## config.mk

```make
export PLATFORM = sky130hd
export DESIGN_NAME = note_state_table_with_snapshot_top
export DESIGN_NICKNAME = d
export VERILOG_FILES = /design/src/rtl/nsts_pkg.sv /design/src/rtl/note_state_table_with_snapshot_top.sv /design/src/rtl/nsts_store.sv
export SDC_FILE = /design/constraint.sdc
export NUM_CORES = 2
export LEC_CHECK = 0
export BUFFER_PORTS_ARGS = -buffer_cell sky130_fd_sc_hd__buf_2
export CAP_MARGIN = 20
export CORE_AREA = 2 2 608 610
export CTS_CLUSTER_DIAMETER = 120
export DETAILED_ROUTE_END_ITERATION = 16
export DIE_AREA = 0 0 610 612
export HOLD_SLACK_MARGIN = 0.02
export SKIP_LAST_GASP = 1
export SYNTH_ARGS = -nofsm -noshare
export SYNTH_HDL_FRONTEND = slang
export SYNTH_SLANG_ARGS = --single-unit
export TNS_END_PERCENT = 5
```

## constraint.sdc

```tcl
create_clock -name clk -period 56.4 [get_ports clk]
set_input_delay 5.64 -clock clk [delete_from_list [all_inputs] [get_ports clk]]
set_output_delay 5.64 -clock clk [all_outputs]
set_load 0.01 [all_outputs]
```

## src/rtl/nsts_pkg.sv

```systemverilog
// ============================================================================
// nsts_pkg
// Types, command codes and helpers for the note state table with snapshot.
// ============================================================================
package nsts_pkg;

  localparam int NOTE_COUNT_DEF = 128;
  localparam int NOTE_W         = 7;
  localparam int VEL_W          = 7;
  localparam int CH_W           = 4;

  typedef enum logic [1:0] {
    CMD_ON    = 2'd0,
    CMD_OFF   = 2'd1,
    CMD_SNAP  = 2'd2,
    CMD_QUERY = 2'd3
  } cmd_t;

  typedef struct packed {
    cmd_t              cmd;
    logic [NOTE_W-1:0] note;
    logic [CH_W-1:0]   channel;
    logic [VEL_W-1:0]  velocity;
    logic              auto_channel;
  } in_t;

  typedef struct packed {
    logic              note_active;
    logic              was_active;
    logic              changed;
    logic [VEL_W-1:0]  velocity_now;
    logic [VEL_W-1:0]  velocity_before;
    logic [CH_W-1:0]   channel_now;
    logic              channel_now_valid;
    logic [CH_W-1:0]   channel_before;
    logic              channel_before_valid;
    logic [CH_W-1:0]   channel_used;
  } out_t;

  // one note's stored state
  typedef struct packed {
    logic              active;
    logic [VEL_W-1:0]  vel;
    logic              ch_valid;
    logic [CH_W-1:0]   ch;
  } entry_t;

  // note mod 12: quotient via reciprocal 43/512, exact for 0..127
  function automatic logic [CH_W-1:0] mod12(input logic [NOTE_W-1:0] n);
    logic [12:0] prod;
    logic [3:0]  q;
    logic [7:0]  qx12;
    logic [7:0]  rem;
    prod = 13'(n) * 13'd43;
    q    = prod[12:9];
    qx12 = 8'(q) * 8'd12;
    rem  = 8'(n) - qx12;
    return rem[CH_W-1:0];
  endfunction

endpackage

```

## src/rtl/note_state_table_with_snapshot_top.sv

```systemverilog
// ============================================================================
// note_state_table_with_snapshot_top
// Per-note active/velocity/channel state with a one-step snapshot copy.
// ============================================================================
// Usage:
//   A request is taken on a rising edge with start high and busy low. busy
//   is held low, so a request may be issued on every cycle.
//   Commands: note on, note off, snapshot, query. Each request produces one
//   result describing the addressed note after the request took effect.
//   Timing: the request is registered at acceptance; the tables update and
//   the result is registered on the next edge, together with out_valid,
//   which is high for one cycle per request.
//   Throughput: one request per cycle; the snapshot copies all entries in
//   parallel, as the tables are flip-flops.
//   Reset (rst_n low, synchronous) clears all pipeline valids, sets every
//   active bit, velocity and change bit to zero and every channel to invalid.
//   Results cannot be stalled; the receiver must take out_res whenever
//   out_valid is high.
// ============================================================================
module note_state_table_with_snapshot_top #(
  parameter int NOTE_COUNT = nsts_pkg::NOTE_COUNT_DEF
) (
  input  logic           clk,
  input  logic           rst_n,
  input  logic           start,
  output logic           busy,
  input  nsts_pkg::in_t  in_req,
  output logic           out_valid,
  output nsts_pkg::out_t out_res
);

  logic           req_valid_r;
  logic           req_valid_nxt;
  nsts_pkg::in_t  req_r;
  logic           out_valid_r;
  logic           out_valid_nxt;
  nsts_pkg::out_t out_res_r;
  nsts_pkg::out_t res;

  assign busy          = 1'b0;
  assign req_valid_nxt = start && !busy;
  assign out_valid_nxt = req_valid_r;

  always_ff @(posedge clk) begin
    if (!rst_n) begin
      req_valid_r <= 1'b0;
      out_valid_r <= 1'b0;
    end else begin
      req_valid_r <= req_valid_nxt;
      out_valid_r <= out_valid_nxt;
    end
  end

  always_ff @(posedge clk) begin
    if (req_valid_nxt) begin
      req_r <= in_req;
    end
    if (req_valid_r) begin
      out_res_r <= res;
    end
  end

  nsts_store #(
    .NOTE_COUNT(NOTE_COUNT)
  ) u_store (
    .clk      (clk),
    .rst_n    (rst_n),
    .req_valid(req_valid_r),
    .req      (req_r),
    .res      (res)
  );

  assign out_valid = out_valid_r;
  assign out_res   = out_res_r;

endmodule

```

## src/rtl/nsts_store.sv

```systemverilog
// ============================================================================
// nsts_store
// Current, snapshot and change tables in flip-flops; applies one request per
// cycle and returns the addressed note's state after the update.
// ============================================================================
module nsts_store #(
  parameter int NOTE_COUNT = nsts_pkg::NOTE_COUNT_DEF
) (
  input  logic           clk,
  input  logic           rst_n,
  input  logic           req_valid,
  input  nsts_pkg::in_t  req,
  output nsts_pkg::out_t res
);

  localparam int IDX_W = (NOTE_COUNT > 1) ? $clog2(NOTE_COUNT) : 1;

  nsts_pkg::entry_t cur_r  [NOTE_COUNT];
  nsts_pkg::entry_t snap_r [NOTE_COUNT];
  logic             chg_r  [NOTE_COUNT];

  logic [IDX_W-1:0]              idx;
  logic                          in_range;
  logic                          is_note_cmd;
  logic [nsts_pkg::CH_W-1:0]     used;
  nsts_pkg::entry_t              cur_e;
  nsts_pkg::entry_t              snap_e;
  logic                          chg_e;
  nsts_pkg::entry_t              new_e;
  nsts_pkg::entry_t              now_e;
  nsts_pkg::entry_t              before_e;
  logic                          chg_now;

  always_comb begin
    idx         = req.note[IDX_W-1:0];
    in_range    = {1'b0, req.note} < 8'(NOTE_COUNT);
    is_note_cmd = (req.cmd == nsts_pkg::CMD_ON) || (req.cmd == nsts_pkg::CMD_OFF);
    used        = '0;
    if (is_note_cmd) begin
      used = req.auto_channel ? nsts_pkg::mod12(req.note) : req.channel;
    end

    cur_e  = cur_r[idx];
    snap_e = snap_r[idx];
    chg_e  = chg_r[idx];

    new_e = '0;
    if (req.cmd == nsts_pkg::CMD_ON) begin
      new_e.active   = 1'b1;
      new_e.vel      = req.velocity;
      new_e.ch_valid = 1'b1;
      new_e.ch       = used;
    end

    now_e    = cur_e;
    before_e = snap_e;
    chg_now  = chg_e;
    unique case (req.cmd) inside
      nsts_pkg::CMD_ON, nsts_pkg::CMD_OFF: begin
        now_e = new_e;
      end
      nsts_pkg::CMD_SNAP: begin
        before_e = cur_e;
        chg_now  = cur_e.active ^ snap_e.active;
      end
      nsts_pkg::CMD_QUERY: begin
      end
    endcase

    if (!in_range) begin
      now_e    = '0;
      before_e = '0;
      chg_now  = 1'b0;
    end

    res.note_active          = now_e.active;
    res.was_active           = before_e.active;
    res.changed              = chg_now;
    res.velocity_now         = now_e.vel;
    res.velocity_before      = before_e.vel;
    res.channel_now          = now_e.ch_valid ? now_e.ch : '0;
    res.channel_now_valid    = now_e.ch_valid;
    res.channel_before       = before_e.ch_valid ? before_e.ch : '0;
    res.channel_before_valid = before_e.ch_valid;
    res.channel_used         = used;
  end

  always_ff @(posedge clk) begin
    if (!rst_n) begin
      for (int i = 0; i < NOTE_COUNT; i++) begin
        cur_r[i]  <= '0;
        snap_r[i] <= '0;
        chg_r[i]  <= 1'b0;
      end
    end else if (req_valid) begin
      unique case (req.cmd) inside
        nsts_pkg::CMD_ON, nsts_pkg::CMD_OFF: begin
          if (in_range) begin
            cur_r[idx] <= new_e;
          end
        end
        nsts_pkg::CMD_SNAP: begin
          for (int i = 0; i < NOTE_COUNT; i++) begin
            chg_r[i]  <= cur_r[i].active ^ snap_r[i].active;
            snap_r[i] <= cur_r[i];
          end
        end
        nsts_pkg::CMD_QUERY: begin
        end
      endcase
    end
  end

endmodule
```

==> flow_metrics.py <==
metrics = {
    "synth": {
        "ys_ff_latch": 3259,
        "postSynthCellCount": 9212,
        "synth_common_cells": "3185 x edfxtp_1, 2525 x and2_1, 856 x mux4_2, 559 x nor2_1, 463 x clkbuf_1",
        "synth-main-ff-cell": "edfxtp_1",
        "synthMostInstantiatedCell": "edfxtp_1",
        "synth_area_leaders": "edfxtp_1 65%, mux4_2 13%, and2_1 11%",
        "synthDistinctLibCells": 67,
        "synth_area_mm2": 0.146,
        "synth_top_area_share": 0.654,
        "synth_edf_count": 3185,
        "yosys.area.top_type": "edfxtp_1",
        "ys_warn_count": 0,
        "syn_avg_cell_area_um2": 15.9,
        "syn_nets": 9276,
        "async_flop_share": 0,
        "seq_area_frac_synth": 0.664,
    },
    "floorplan": {
        "ios": 57,
        "die_h_um": 612,
        "die_x_um": 610,
        "row_count": 223,
        "core_mm2": 0.367,
        "die-area_mm2": 0.373,
        "start_util": 0.398,
    },
    "global_routing": {
        "gr-usage-met3": 0.0483,
        "track_usage": 0.216,
        "global_route.usage.met2": 0.345,
        "grt_max_degree": 278,
        "grt_first_pass_wirelength_um": 580000,
        "antenna_found_initial": 24,
        "use_met1": 0.283,
        "grt_overflow_total": 0,
        "grt_pass1_vias": 80010,
        "globalRoute.busiestLayer": "met2",
    },
    "clock_network": {
        "cts_hold_buf": 0,
        "post_cts_resized": 0,
        "clock_latency_ps": 970,
        "clockBufferDepth": 4,
        "h-tree-depth": 5,
        "cts.sinks": 3259,
        "cts_root_buf": "clkbuf_16",
        "post-cts-setup-buffer-count": 0,
        "clk_pin_slew_worst_paths_ps": 60,
        "cts_made_buffers": 348,
        "cts_tree": "done",
    },
    "flow_run": {
        "maxCapViolCount": 0,
    },
    "routing": {
        "drtIter0Drc": 9488,
        "final_antenna_net_count": 0,
        "dr.pass1.iters": 6,
        "drc": 0,
        "routed_wl_um": 408000,
        "vias": 80254,
        "avgRoutedWirePerCell_um": 28.8,
        "avgViaCountPerCell": 5.66,
    },
    "worst_setup_path": {
        "endpoint_kind": "register",
        "required_ps": 56980,
        "crit_type": "in -> reg",
        "worst_setup_path_start_kind": "input pin",
        "critPathMaxFanout": 172,
        "cp.arrival_ps": 10620,
    },
    "placed_design": {
        "place.port_buffers": 55,
        "gp_congestion": 0.949,
        "dpl_cell_area_mm2": 0.151,
        "numPlacedInstances": 13542,
        "dpl.hpwl_um": 268000,
    },
    "final_layout": {
        "drive_above_1_share": 0.172,
        "final_cells": 14189,
        "area_delta_synth_final_pct": 10.7,
        "fin_nets": 9127,
        "final_area_mm2": 0.162,
    },
    "sta": {
        "post-route-min-period_ps": 10040,
        "report.final.slew_viol_count": 0,
        "finalCritPeriodShare": 0.178,
        "worst_pin_slew_ps": 1310,
        "skew_ps": 59.7,
        "rsz0062_at_grt": "false",
        "fmax_mhz": 99.6,
        "hold_viol": 0,
        "tns_ps": 0,
        "maxSlewHeadroom": 0.122,
        "setup_viol": 0,
    },
    "power_and_ir_drop": {
        "static-leakage-power_nw": 57.6,
        "peakVddDrop_v": 0.0000392,
        "pwr_density_cell_mw_per_mm2": 34.8,
    },
    "run_status": {
        "outcome": "completed",
    },
    "worst_hold_path": {
        "hold_class": "reg -> reg",
    },
}
[per-stage QoR]
step	setup slack (ps)	hold slack [ps]	total power [W]	utilization
after floorplan	17440	444	0.00328	-
after global placement	45710	456	0.00342	0.411
after detailed placement	45470	459	0.00344	0.411
after CTS	46480	478	0.00565	0.441
after global routing	46110	490	0.00578	0.441
final	46360	476	0.00563	0.441
[where the power goes]
group	internal [W]	leakage (nW)	switching [W]	total [W]
combinational	0.000191	18.2	0.000402	0.000593
sequential	0.00276	34.1	0.0000426	0.00280
clock	0.00127	5.35	0.000965	0.00224
[area by class of cell]
class	instances	area, um2
Multi-Input combinational cell	5228	46100
Antenna cell	13	32.5
Timing Repair Buffer	195	1580
Fill cell	32265	205000
Tap cell	4837	6050
Sequential cell	3259	97100
Inverter	31	124
Clock inverter	186	1710
Clock buffer	440	9260
[logic make-up after synthesis]
group / Yosys count / synth area share
buf+inv: 725 / 0.0218
compound gates: 446 / 0.0229
xor+xnor: 135 / 0.00808
fa+ha+maj: 40 / 0.00373
mux: 984 / 0.141
flops: 3259 / 0.664
simple gates: 3622 / 0.139
other cells: 1 / 0.0000256
[critical path, stage by stage]
cell and delay (ps):
buf_8 200, a21boi_4 300, inv_8 550, buf_4 860, buf_12 640, buf_4 950, buf_4 830
[routing by layer]
metal | share of wire | wire length, um | up-vias
li1 | - | - | 34213
met1 | 0.39 | 160000 | 42015
met2 | 0.47 | 192000 | 3334
met3 | 0.091 | 37000 | 690
met4 | 0.047 | 19400 | 2
met5 | 0.000037 | 15 | -
[state kept, by name, summed over array words and instances (netlist names), named ones only]
signal	flops
u_store.cur_r	1536
u_store.snap_r	1536
u_store.chg_r	128
out_res	29
req_r	21
out_valid	1
out_valid_nxt	1
[layout by cell type (no fill, tap or decap), drive strengths merged, types with 87 or more instances in the layout]
cell type,netlist,routed
nor2,559,559
nand2,309,309
xor2,128,128
and2,2525,2525
edfxtp,3185,3185
buf,225,194
nor3,154,154
clkbuf,469,441
a22oi,144,144
a22o,94,94
clkinv,2,143
mux2i,87,87
mux4,856,856
[path summary, 6_finish.rpt]
| path | slack (ps) | depth (start not counted) | end | startpoint |
|---|---|---|---|---|
| setup / recovery | 46360 | 7 | u_store.snap_r[57][5] | rst_n |
| hold / removal | 480 | 1 | u_store.chg_r[22] | u_store.chg_r[22] |
| setup reg to reg | 49070 | 11 | out_res[7] | register |
| hold reg to reg | 480 | 1 | u_store.chg_r[22] | u_store.chg_r[22] |
(Power assumes the default switching activity.)
